**src/hw/rtl/smed_pkg.sv**
```systemverilog
// Shared types, constants and compare-exchange helpers for the 3x3 two-pixel median filter.
package smed_pkg;

  localparam int unsigned IMAGE_WIDTH = 128;
  localparam int unsigned HALF_WIDTH  = IMAGE_WIDTH / 2;
  localparam int unsigned LINE_DEPTH  = HALF_WIDTH - 2;
  localparam int unsigned PTR_W       = (LINE_DEPTH > 1) ? $clog2(LINE_DEPTH) : 1;
  localparam int unsigned COL_W       = (HALF_WIDTH > 1) ? $clog2(HALF_WIDTH) : 1;
  localparam int unsigned PX_W        = 8;
  localparam int unsigned ROWS_W      = 13;
  localparam int unsigned NET_LAYERS  = 8;

  localparam logic [ROWS_W-1:0] ROWS_MIN   = 13'd3;
  localparam logic [ROWS_W-1:0] ROWS_MAX   = 13'd4096;
  localparam logic [ROWS_W-1:0] ROWS_RESET = 13'd128;
  localparam logic [COL_W-1:0]  COL_LAST   = COL_W'(HALF_WIDTH - 1);

  typedef logic [PX_W-1:0]         px_t;
  typedef logic [8:0][PX_W-1:0]    set9_t;
  typedef logic [11:0][PX_W-1:0]   win_t;
  typedef logic [3:0]              lane_t;

  typedef enum logic {
    CMD_PIXELS = 1'b0,
    CMD_FLUSH  = 1'b1
  } cmd_e;

  typedef enum logic {
    MODE_WAIT,
    MODE_RUN
  } mode_e;

  typedef struct packed {
    logic valid;
    logic last;
    logic pass_even;
    logic pass_odd;
  } slot_ctl_t;

  typedef struct packed {
    logic      step;
    logic      flush;
    slot_ctl_t slot;
  } ctrl_t;

  typedef struct packed {
    px_t   even_pass;
    px_t   odd_pass;
    set9_t odd_set;
    set9_t even_set;
  } stage_t;

  typedef struct packed {
    logic valid;
    logic last;
    px_t  even_px;
    px_t  odd_px;
  } result_t;

  // compare-exchange: smaller value ends up at lane a
  function automatic set9_t cx(set9_t v, lane_t a, lane_t b);
    set9_t r;
    r = v;
    if (v[a] > v[b]) begin
      r[a] = v[b];
      r[b] = v[a];
    end
    return r;
  endfunction

  // one layer of the 19-exchange median-of-9 network; med_tail is the final min
  function automatic set9_t cx_layer(set9_t v, lane_t lyr);
    set9_t r;
    case (lyr)
      4'd1:    r = cx(cx(cx(v, 4'd1, 4'd2), 4'd4, 4'd5), 4'd7, 4'd8);
      4'd2:    r = cx(cx(cx(v, 4'd0, 4'd1), 4'd3, 4'd4), 4'd6, 4'd7);
      4'd3:    r = cx(cx(cx(v, 4'd1, 4'd2), 4'd4, 4'd5), 4'd7, 4'd8);
      4'd4:    r = cx(cx(cx(v, 4'd0, 4'd3), 4'd5, 4'd8), 4'd4, 4'd7);
      4'd5:    r = cx(cx(cx(v, 4'd3, 4'd6), 4'd1, 4'd4), 4'd2, 4'd5);
      4'd6:    r = cx(v, 4'd4, 4'd7);
      4'd7:    r = cx(v, 4'd4, 4'd2);
      4'd8:    r = cx(v, 4'd6, 4'd4);
      default: r = v;
    endcase
    return r;
  endfunction

  function automatic px_t med_tail(set9_t v);
    return (v[4] > v[2]) ? v[2] : v[4];
  endfunction

endpackage

```
**src/hw/rtl/smed_ctrl.sv**
```systemverilog
// Frame sequencing: item filtering, raster counters and per-slot border flags.
module smed_ctrl (
  input  logic                       clk_i,
  input  logic                       rst_ni,
  input  logic                       in_fire_i,
  input  smed_pkg::cmd_e             cmd_i,
  input  logic [smed_pkg::ROWS_W-1:0] image_rows_i,
  input  logic                       leave_last_i,
  output smed_pkg::ctrl_t            ctrl_o
);
  import smed_pkg::*;

  mode_e mode_q, mode_d;
  logic [ROWS_W-1:0] frame_rows_q, frame_rows_d;
  logic [ROWS_W-1:0] in_row_q, in_row_d, c_row_q, c_row_d;
  logic [COL_W-1:0]  in_col_q, in_col_d, c_col_q, c_col_d;

  logic              starting, expecting, ignore, primed, create, edge_row;
  logic [ROWS_W-1:0] rows_eff, in_row_e, c_row_e;
  logic [COL_W-1:0]  in_col_e, c_col_e;

  function automatic logic [ROWS_W-1:0] clamp_rows(logic [ROWS_W-1:0] r);
    if (r < ROWS_MIN) begin
      return ROWS_MIN;
    end else if (r > ROWS_MAX) begin
      return ROWS_MAX;
    end
    return r;
  endfunction

  always_comb begin : next_mode
    mode_d = mode_q;
    if (ctrl_o.step && leave_last_i) begin
      mode_d = MODE_WAIT;
    end else if (ctrl_o.step && starting) begin
      mode_d = MODE_RUN;
    end
  end

  always_comb begin : outputs
    starting  = (mode_q == MODE_WAIT) && (cmd_i == CMD_PIXELS);
    rows_eff  = starting ? clamp_rows(image_rows_i) : frame_rows_q;
    in_row_e  = starting ? '0 : in_row_q;
    in_col_e  = starting ? '0 : in_col_q;
    c_row_e   = starting ? '0 : c_row_q;
    c_col_e   = starting ? '0 : c_col_q;
    expecting = in_row_e < rows_eff;
    ignore    = (cmd_i == CMD_FLUSH) && ((mode_q == MODE_WAIT) || expecting);
    // window of the centre pair is complete once HALF_WIDTH+1 items are in
    primed    = (in_row_e > ROWS_W'(1)) || ((in_row_e == ROWS_W'(1)) && (in_col_e != '0));
    create    = primed && (c_row_e < rows_eff);
    edge_row  = (c_row_e == '0) || (c_row_e == rows_eff - ROWS_W'(1));

    ctrl_o.step           = in_fire_i && !ignore;
    ctrl_o.flush          = !expecting;
    ctrl_o.slot.valid     = create;
    ctrl_o.slot.last      = create && (c_row_e == rows_eff - ROWS_W'(1)) && (c_col_e == COL_LAST);
    ctrl_o.slot.pass_even = edge_row || (c_col_e == '0);
    ctrl_o.slot.pass_odd  = edge_row || (c_col_e == COL_LAST);

    in_row_d     = in_row_q;
    in_col_d     = in_col_q;
    c_row_d      = c_row_q;
    c_col_d      = c_col_q;
    frame_rows_d = frame_rows_q;
    if (ctrl_o.step) begin
      frame_rows_d = rows_eff;
      if (in_col_e == COL_LAST) begin
        in_col_d = '0;
        in_row_d = in_row_e + ROWS_W'(1);
      end else begin
        in_col_d = in_col_e + COL_W'(1);
        in_row_d = in_row_e;
      end
      if (create && (c_col_e == COL_LAST)) begin
        c_col_d = '0;
        c_row_d = c_row_e + ROWS_W'(1);
      end else if (create) begin
        c_col_d = c_col_e + COL_W'(1);
        c_row_d = c_row_e;
      end else begin
        c_col_d = c_col_e;
        c_row_d = c_row_e;
      end
    end
  end

  always_ff @(posedge clk_i or negedge rst_ni) begin
    if (!rst_ni) begin
      mode_q       <= MODE_WAIT;
      frame_rows_q <= ROWS_MIN;
      in_row_q     <= '0;
      in_col_q     <= '0;
      c_row_q      <= '0;
      c_col_q      <= '0;
    end else begin
      mode_q       <= mode_d;
      frame_rows_q <= frame_rows_d;
      in_row_q     <= in_row_d;
      in_col_q     <= in_col_d;
      c_row_q      <= c_row_d;
      c_col_q      <= c_col_d;
    end
  end

endmodule

```
**src/hw/rtl/smed_window.sv**
```systemverilog
// Line store memory and 3x4 pixel window.
module smed_window (
  input  logic                clk_i,
  input  logic                rst_ni,
  input  logic                step_i,
  input  logic                flush_i,
  input  smed_pkg::px_t       pix_even_i,
  input  smed_pkg::px_t       pix_odd_i,
  output smed_pkg::win_t      win_o
);
  import smed_pkg::*;

  // one word per pair column: upper row pair in the low half, middle row pair above
  logic [4*PX_W-1:0] line_mem [LINE_DEPTH];
  logic [4*PX_W-1:0] rd_q;
  logic [PTR_W-1:0]  ptr_q, ptr_d;
  win_t              win_q, win_d;
  px_t               px_e, px_o;

  always_comb begin
    px_e  = flush_i ? '0 : pix_even_i;
    px_o  = flush_i ? '0 : pix_odd_i;
    ptr_d = ptr_q;
    if (step_i) begin
      ptr_d = (ptr_q == PTR_W'(LINE_DEPTH - 1)) ? '0 : ptr_q + PTR_W'(1);
    end
    win_d[0]  = win_q[2];
    win_d[1]  = win_q[3];
    win_d[2]  = rd_q[PX_W-1:0];
    win_d[3]  = rd_q[2*PX_W-1:PX_W];
    win_d[4]  = win_q[6];
    win_d[5]  = win_q[7];
    win_d[6]  = rd_q[3*PX_W-1:2*PX_W];
    win_d[7]  = rd_q[4*PX_W-1:3*PX_W];
    win_d[8]  = win_q[10];
    win_d[9]  = win_q[11];
    win_d[10] = px_e;
    win_d[11] = px_o;
  end

  assign win_o = win_d;

  // read runs one entry ahead, so the write at ptr_q never meets the read address
  always_ff @(posedge clk_i) begin
    if (step_i) begin
      line_mem[ptr_q] <= {win_q[9], win_q[8], win_q[5], win_q[4]};
    end
    rd_q <= line_mem[ptr_d];
  end

  always_ff @(posedge clk_i) begin
    if (step_i) begin
      win_q <= win_d;
    end
  end

  always_ff @(posedge clk_i or negedge rst_ni) begin
    if (!rst_ni) begin
      ptr_q <= '0;
    end else begin
      ptr_q <= ptr_d;
    end
  end

endmodule

```
**src/hw/rtl/smed_pipe.sv**
```systemverilog
// Ten-slot median net: a window slot, then one exchange layer per slot; moves on step.
module smed_pipe (
  input  logic                 clk_i,
  input  logic                 rst_ni,
  input  logic                 step_i,
  input  smed_pkg::slot_ctl_t  slot_i,
  input  smed_pkg::win_t       win_i,
  output smed_pkg::result_t    leave_o
);
  import smed_pkg::*;

  slot_ctl_t ctl_q [NET_LAYERS+1];
  stage_t    st_q  [NET_LAYERS+1];
  stage_t    st_n  [NET_LAYERS+1];
  logic      fin_valid_q, fin_last_q;
  px_t       fin_even_q, fin_odd_q;
  px_t       held_q;

  always_comb begin
    st_n[0].even_pass = win_i[4];
    st_n[0].odd_pass  = win_i[5];
    st_n[0].odd_set   = {win_i[10], win_i[9], win_i[8], win_i[6], win_i[5],
                         win_i[4], win_i[2], win_i[1], win_i[0]};
    st_n[0].even_set  = {win_i[11], win_i[10], win_i[9], win_i[7], win_i[6],
                         win_i[5], win_i[3], win_i[2], win_i[1]};
  end

  for (genvar i = 1; i <= NET_LAYERS; i++) begin : g_layer
    always_comb begin
      st_n[i].even_pass = st_q[i-1].even_pass;
      st_n[i].odd_pass  = st_q[i-1].odd_pass;
      st_n[i].odd_set   = cx_layer(st_q[i-1].odd_set, lane_t'(i));
      st_n[i].even_set  = cx_layer(st_q[i-1].even_set, lane_t'(i));
    end
  end

  always_ff @(posedge clk_i) begin
    if (step_i) begin
      for (int i = 0; i <= NET_LAYERS; i++) begin
        st_q[i] <= st_n[i];
      end
      // even median of a window belongs to the pair that follows it
      held_q     <= med_tail(st_q[NET_LAYERS].even_set);
      fin_even_q <= ctl_q[NET_LAYERS].pass_even ? st_q[NET_LAYERS].even_pass : held_q;
      fin_odd_q  <= ctl_q[NET_LAYERS].pass_odd  ? st_q[NET_LAYERS].odd_pass
                                                : med_tail(st_q[NET_LAYERS].odd_set);
    end
  end

  always_ff @(posedge clk_i or negedge rst_ni) begin
    if (!rst_ni) begin
      for (int i = 0; i <= NET_LAYERS; i++) begin
        ctl_q[i] <= '0;
      end
      fin_valid_q <= 1'b0;
      fin_last_q  <= 1'b0;
    end else if (step_i) begin
      ctl_q[0] <= slot_i;
      for (int i = 1; i <= NET_LAYERS; i++) begin
        ctl_q[i] <= ctl_q[i-1];
      end
      fin_valid_q <= ctl_q[NET_LAYERS].valid;
      fin_last_q  <= ctl_q[NET_LAYERS].last;
    end
  end

  assign leave_o = {fin_valid_q, fin_last_q, fin_even_q, fin_odd_q};

endmodule

```
**src/hw/rtl/stream_median_3x3_two_pixel_unit.sv**
```systemverilog
// Top level of the streaming 3x3 median filter, two pixels per item.
//
//  channel  | direction | signals                               | payload
//  ---------+-----------+---------------------------------------+------------------------------
//  s_axis   | in        | tvalid / tready / tdata / tuser       | pixel pair, cmd in tuser
//  m_axis   | out       | tvalid / tready / tdata / tlast       | median pair, last pair of frame
//  cfg      | in        | cfg_valid / cfg_ready / cfg_data      | image_rows (rows per frame)
//
// Cycles: one item per clock when m_axis keeps up; every step is a single
//   read-modify-write of the line store, read prefetched one entry ahead.
// Flow: a pair leaves once the item that completes its window, which arrives
//   after the pair itself, has stepped through every network slot. Flush items
//   after the last pixel pair of a frame drain its remaining pairs.
// Stalls: s_axis_tready_o drops only while the output register is full and
//   not taken. Reset clears control only; line store contents are don't-care
//   since they only reach border pixels, which pass through unchanged.
module stream_median_3x3_two_pixel_unit (
  input  logic                        clk_i,
  input  logic                        rst_ni,
  input  logic                        s_axis_tvalid_i,
  output logic                        s_axis_tready_o,
  input  logic [2*smed_pkg::PX_W-1:0] s_axis_tdata_i,   // pixel_even, pixel_odd
  input  logic                        s_axis_tuser_i,   // cmd
  output logic                        m_axis_tvalid_o,
  input  logic                        m_axis_tready_i,
  output logic [2*smed_pkg::PX_W-1:0] m_axis_tdata_o,   // median_even, median_odd
  output logic                        m_axis_tlast_o,   // last_pair
  input  logic                        cfg_valid_i,
  output logic                        cfg_ready_o,
  input  logic [smed_pkg::ROWS_W-1:0] cfg_data_i        // image_rows
);
  import smed_pkg::*;

  logic              in_fire;
  logic [ROWS_W-1:0] image_rows_q;
  ctrl_t             ctrl;
  win_t              win;
  result_t           leave;

  logic              m_valid_q, m_valid_d;
  logic              m_last_q;
  logic [2*PX_W-1:0] m_data_q;

  assign cfg_ready_o     = 1'b1;
  // output register parts the two sides: take a new item whenever it can drain
  assign s_axis_tready_o = !m_valid_q || m_axis_tready_i;
  assign in_fire         = s_axis_tvalid_i && s_axis_tready_o;

  always_ff @(posedge clk_i or negedge rst_ni) begin
    if (!rst_ni) begin
      image_rows_q <= ROWS_RESET;
    end else if (cfg_valid_i) begin
      image_rows_q <= cfg_data_i;
    end
  end

  smed_ctrl u_ctrl (
    .clk_i        (clk_i),
    .rst_ni       (rst_ni),
    .in_fire_i    (in_fire),
    .cmd_i        (cmd_e'(s_axis_tuser_i)),
    .image_rows_i (image_rows_q),
    .leave_last_i (leave.valid && leave.last),
    .ctrl_o       (ctrl)
  );

  smed_window u_window (
    .clk_i      (clk_i),
    .rst_ni     (rst_ni),
    .step_i     (ctrl.step),
    .flush_i    (ctrl.flush),
    .pix_even_i (s_axis_tdata_i[PX_W-1:0]),
    .pix_odd_i  (s_axis_tdata_i[2*PX_W-1:PX_W]),
    .win_o      (win)
  );

  smed_pipe u_pipe (
    .clk_i   (clk_i),
    .rst_ni  (rst_ni),
    .step_i  (ctrl.step),
    .slot_i  (ctrl.slot),
    .win_i   (win),
    .leave_o (leave)
  );

  // the slot leaving the network on a step is loaded into the output register
  always_comb begin
    m_valid_d = m_valid_q && !m_axis_tready_i;
    if (ctrl.step && leave.valid) begin
      m_valid_d = 1'b1;
    end
  end

  always_ff @(posedge clk_i or negedge rst_ni) begin
    if (!rst_ni) begin
      m_valid_q <= 1'b0;
    end else begin
      m_valid_q <= m_valid_d;
    end
  end

  always_ff @(posedge clk_i) begin
    if (ctrl.step && leave.valid) begin
      m_data_q <= {leave.odd_px, leave.even_px};
      m_last_q <= leave.last;
    end
  end

  assign m_axis_tvalid_o = m_valid_q;
  assign m_axis_tdata_o  = m_data_q;
  assign m_axis_tlast_o  = m_last_q;

  // a full, stalled output register must block the input
  a_no_overrun: assert property (@(posedge clk_i) disable iff (!rst_ni)
    (m_axis_tvalid_o && !m_axis_tready_i) |-> !s_axis_tready_o)
    else $error("input accepted while output register is stalled");

  // network only advances on an accepted item
  a_step_on_accept: assert property (@(posedge clk_i) disable iff (!rst_ni)
    ctrl.step |-> (s_axis_tvalid_i && s_axis_tready_o))
    else $error("step without an accepted item");

  // a leaving slot is presented on the next cycle
  a_result_loaded: assert property (@(posedge clk_i) disable iff (!rst_ni)
    (ctrl.step && leave.valid) |=> m_axis_tvalid_o)
    else $error("leaving slot not presented");

endmodule
```
**config.mk**
```make
export PLATFORM = sky130hd
export DESIGN_NAME = stream_median_3x3_two_pixel_unit
export DESIGN_NICKNAME = d
export VERILOG_FILES = /design/src/hw/rtl/smed_pkg.sv /design/src/hw/rtl/smed_ctrl.sv /design/src/hw/rtl/smed_window.sv /design/src/hw/rtl/smed_pipe.sv /design/src/hw/rtl/stream_median_3x3_two_pixel_unit.sv
export SDC_FILE = /design/constraint.sdc
export NUM_CORES = 2
export LEC_CHECK = 0
export BUFFER_PORTS_ARGS = -buffer_cell sky130_fd_sc_hd__buf_2
export CAP_MARGIN = 20
export CORE_MARGIN = 4
export CORE_UTILIZATION = 60
export DETAILED_ROUTE_END_ITERATION = 7
export GPL_ROUTABILITY_DRIVEN = 0
export PLACE_DENSITY = 0.83
export SLEW_MARGIN = 15
export SYNTH_ARGS = -nofsm -noshare
export SYNTH_HDL_FRONTEND = slang
export SYNTH_HIERARCHICAL = 1
export SYNTH_SLANG_ARGS = --single-unit
```
**constraint.sdc**
```tcl
create_clock -name clk_i -period 29 [get_ports clk_i]
set_input_delay 2.9 -clock clk_i [delete_from_list [all_inputs] [get_ports clk_i]]
set_output_delay 2.9 -clock clk_i [all_outputs]
set_load 0.1 [all_outputs]
```
After elaboration in Yosys (flattened, before gate mapping):

Memory sizes are Yosys's and may differ from the RTL's. A register that Yosys moved wholly into a read port is not among the register bits.
Index checks and enable logic that the tools add are counted.

* word-level logic and storage cells: 229
* bits in registers: 231
* bits in writable memories: 3424
* memories: 2

Memories
* u_window.line_mem: depth 62, bits a word 32, read ports 1, clocked after memory_dff 1, wr ports 1, RTL line smed_window.sv:14 `logic [4*PX_W-1:0] line_mem [LINE_DEPTH];`
* u_pipe.st_q: depth 9, bits a word 160, read ports 9, clocked after memory_dff 0, wr ports 9, RTL line smed_pipe.sv:13 `stage_t st_q [NET_LAYERS+1];`

* add/subtract/negate cells: 6
* magnitude comparators: 43
* equality and inequality tests: 5
* bitwise gates (word level): 2
* reductions and logical operators: 27
* multiplexer cells: 82

Operator list (number)
* 2-to-1 mux 8 bit: 42
* > comparator 8 bit: 38
* 2-to-1 mux 16 bit: 18
* 2-to-1 mux 13 bit: 8
* 2-to-1 mux 6 bit: 7
* adder 13 x 1 -> 13 bit (second input constant): 2
* less-than comparator 13 bit: 2
* adder 6 x 1 -> 6 bit (second input constant): 3
* == test 6 bit (second input constant): 3
* logical AND 1 bit: 14
* == test 13 x 1 -> 1 bit (second input constant): 1
* == test 13 bit: 1
* > comparator 13 x 1 -> 1 bit (second input constant): 1
* > comparator 13 bit (second input constant): 1
* logical NOT 13 bit: 1
* less-than comparator 13 x 2 -> 1 bit (second input constant): 1
* subtractor 13 x 1 -> 13 bit (second input constant): 1
* 2-to-1 mux 1 bit: 7
* logical NOT 6 bit: 1
* logical OR 1 bit: 6
* nonzero test 6 bit: 1
* logical NOT 1 bit: 3
* NOT 1 bit: 2
* nonzero test 2 bit: 1

Logic depth before layout (Yosys ltp):

* depth in word-level cells: 13
* depth in mapped cells: 29
* gate-level depth less buffers: 20

Cells and area by module:

Netlist, hierarchy kept.

Modules (own cells, without submodules)
* smed_window: seq. area each 62770.2 um^2, times used 1, cells an instance 5280, area each 81828.5 um^2
* smed_pipe: seq. area each 30018.8 um^2, times used 1, cells an instance 2807, area each 45586.2 um^2
* smed_ctrl: seq. area each 1303.8 um^2, times used 1, cells an instance 524, area each 4330.4 um^2
* stream_median_3x3_two_pixel_unit: seq. area each 862.1 um^2, times used 1, cells an instance 53, area each 1098.6 um^2

Worst setup path after synthesis:

OpenSTA, ideal clock, no wires.

* path kind: input to register
* from: input s_axis_tuser_i
* to: register u_window.rd_q[2] (read register of u_window.line_mem)
* library setup time: 0.117 ns
* cell stages on the path: 24
* setup slack: 7.148 ns
* data arrival time: 21.734 ns
* cell sequence: or2_1 buf_6 buf_2 clkbuf_1 clkbuf_1 clkbuf_1 a22oi_1 ha_1 a21o_1 a21oi_1 a21boi_0 o21a_1 nand3_2 inv_2 buf_2 buf_2 nor2_1 or2_2 a21oi_2 clkbuf_1 o22ai_1 a21oi_1 o22ai_1 a32o_1

RTL lines
* start, declared: RTL line stream_median_3x3_two_pixel_unit.sv:23 `input logic s_axis_tuser_i,`
* end, declared: RTL line smed_window.sv:15 `logic [4*PX_W-1:0] rd_q;`

==> results_dict.tcl <==
set metrics [dict create \
    yosysTopAreaCellShare_pct 68.9 \
    fin_crit_sh_pct 38.6 \
    coreArea_sq_mm 0.220 \
    synth-edff-count 3049 \
    post-dp-hpwl_mm 198 \
    grt_pass1_wl_mm 505 \
    hold_viol_final 0 \
    drv_cap 0 \
    max_freq_mhz 89.4 \
    worst_path_largest_cell_delay_ps 820 \
    start_util_pct 60.4 \
    drt-wirelength-per-cell_um 28.8 \
    min_from "u_pipe/st_q[0][152]" \
    worst_pin_slew_ps 1240 \
    end_kind "register" \
    postCtsHoldBufs 0 \
    multi_input_area_sq_mm 0.0347 \
    finalSetupTns_ps 0 \
    r2r_setup_slack_ps 19240 \
    htree_levels 5 \
    synthTopCellsByArea "edfxtp_1, mux2i_1, mux2_2, ha_1, nand2_1" \
    cts.clk_slew.worst_paths_ps 60 \
    yosysUniqueCellTypes 97 \
    timing.rr.start "image_rows_q[12]" \
    grt_pass1_vias 80200 \
    die-area_sq_mm 0.229 \
    synth_common_cells "edfxtp_1, nand2_1, a21oi_1" \
    fin_nets 9098 \
    slew_headroom_pct 17.6 \
    cp-start-kind "input port" \
    firstDrtPassIters 8 \
    cts_resized 0 \
    vias 80000 \
    dieWidth_um 479 \
    area_growth_pct 10.2 \
    slew_violations 0 \
    antenna_found_initial 15 \
    post_cts_buffers 0 \
    ys_seq_area_share_pct 71.5 \
    hold_path.class "reg -> reg" \
    num_rows 172 \
    tritoncts "built" \
    synth_nets 9039 \
    synth_adder_area_share_pct 3.20 \
    drive_gt1_share_pct 15.9 \
    ff_latch_area_sq_mm 0.0950 \
    fillerInstances 13700 \
    async_reset_ff_share_pct 3.45 \
    worstSetupStartpoint "s_axis_tuser_i" \
    final_util_pct 66.6 \
    synthFlopType "edfxtp_1" \
    synth_top_family_by_area "compound AO/OA/AOI/OAI gates" \
    synth_xor_area_share_pct 0.303 \
    overflow 0 \
    yosysTopAreaCell "edfxtp_1" \
    rsz0062_at_grt "false" \
    cp.arrival_ps 12030 \
    clock-skew-final_ps 70.6 \
    syn_area_sq_mm 0.133 \
    cts.sinks 3191 \
    synth-compound-area-share_pct 8.46 \
    crit_chain "buf_2, or2_2, buf_4, a22oi_1, ha_1, a21o_1, a21o_1, a21oi_1, nand3_1, a2111o_1, nand3_2, buf_4, inv_8, xnor2_4, buf_12, buf_12, buf_4, mux2i_1, o22ai_1, o211ai_1, nand3_1, a32o_1" \
    ant_nets 0 \
    crit_required_ps 29840 \
    routed_wl_mm 343 \
    cpMostUsedCell "buf_4" \
    clock_tree.root_cell "clkbuf_16" \
    synth_warnings 6 \
    die-height_um 479 \
    grt_max_degree 207 \
    syn-instance-count 8664 \
    synth-simple-area-share_pct 5.48 \
    syn_area_per_cell_sq_um 15.3 \
    slowest_stage "xnor2_4" \
    hold_path_end "u_pipe/st_q[0][312]" \
    status "completed" \
    cp_num_buf_inv 7 \
    drt_iter0_drc 11600 \
    reg2reg_depth 22 \
    ios 55 \
    finalSetupViolCount 0 \
    fin_crit_ps 11180 \
    yosysMostFrequentCell "edfxtp_1" \
    worstReg2RegEnd "u_window/rd_q[20]" \
    cts_buffers 323 \
    grt_use_total_pct 29.3 \
    clk_path_buf_depth 4 \
    clk-insertion-delay-late_ps 970 \
    synthMuxAreaShare_pct 8.19 \
    drc 0 \
    hold_depth 0 \
    path_delay_family "buffers and inverters" \
    via_per_inst 6.71 \
    portBuffers 53 \
    synth-seq-cells 3191 \
    path_max_fanout 161 \
    path_class "in -> reg" \
]
==> registers in the layout (all words and copies together) (netlist names), 6 cells and up <==
register	count
u_window/line_mem	1984
u_window/ptr_q	6
u_window/win_q	32
u_window/rd_q	32
u_ctrl/in_col_q	6
u_pipe/ctl_q	36
u_ctrl/in_row_q	13
u_window/win_o	48
m_axis_tdata_o	16
u_ctrl/c_row_q	13
u_pipe/held_q	8
u_ctrl/c_col_q	6
u_pipe/st_q	944
image_rows_q	13
u_pipe/fin_odd_q	8
u_pipe/fin_even_q	8
u_ctrl/frame_rows_q	13
==> layout by cell type (no fill, tap or decap), drive strengths merged, types with 163 or more instances in the layout <==
cell and instances:
a21oi 490, ha 340, nand2 902, buf 212, o21ai 326, nor2 235, inv 339, nand3 186
edfxtp 3049, o22ai 163, mux2i 451, mux2 523, clkbuf 405
==> cell type report <==
class	instances	area share (%)
Antenna cell	12	0.0205
Clock buffer	403	5.89
Clock inverter	161	0.976
Inverter	334	0.865
Multi-Input combinational cell	4659	23.7
Sequential cell	3191	64.8
Tap cell	2958	2.53
Timing Repair Buffer	214	1.20
==> worst max path at each step <==
stage               cells after the start                 to  slack, ps
detailed placement                     22  u_window/rd_q[20]      17510
floorplan                              24   u_window/rd_q[2]       7150
CTS                                    22   u_window/rd_q[7]      18490
finish                                 22  u_window/rd_q[20]      17820
global route                           22  u_window/rd_q[20]      17720
global placement                       22   u_window/rd_q[7]      17610
==> layer usage <==
metal / vias to the layer above / global-route usage (%) / part of all wire, %
li1: 33500 / - / -
met1: 39000 / 35.8 / 33
met2: 6130 / 46.1 / 46
met3: 1427 / 7.76 / 13
met4: 6 / 19.7 / 7.8
met5: - / 0 / 0.011
==> metrics by stage <==
step	setup slack, ps	cells	hold WS, ps	cell area (sq um)
floorplan	7150	8664	400	133000
global placement	17610	11300	401	136000
detailed placement	17510	11300	405	136000
CTS	18490	11900	388	146000
global route	17720	11900	394	146000
finish	17820	11900	402	146000
==> logic make-up (layout without fill, tap and decap cells) <==
group,count (synthesis),count (layout)
flip-flops,3191,3191
buffers and inverters,814,1112
other,1,13
XOR/XNOR,43,43
multiplexers,974,974
AND/OR/NAND/NOR,1620,1620
AO/OA/AOI/OAI,1681,1681
adder cells (fa/ha/maj),340,340
Power is left out: the tool's default activity adds up to more than one toggle a clock period on the data nets, which glitch-free logic cannot reach.
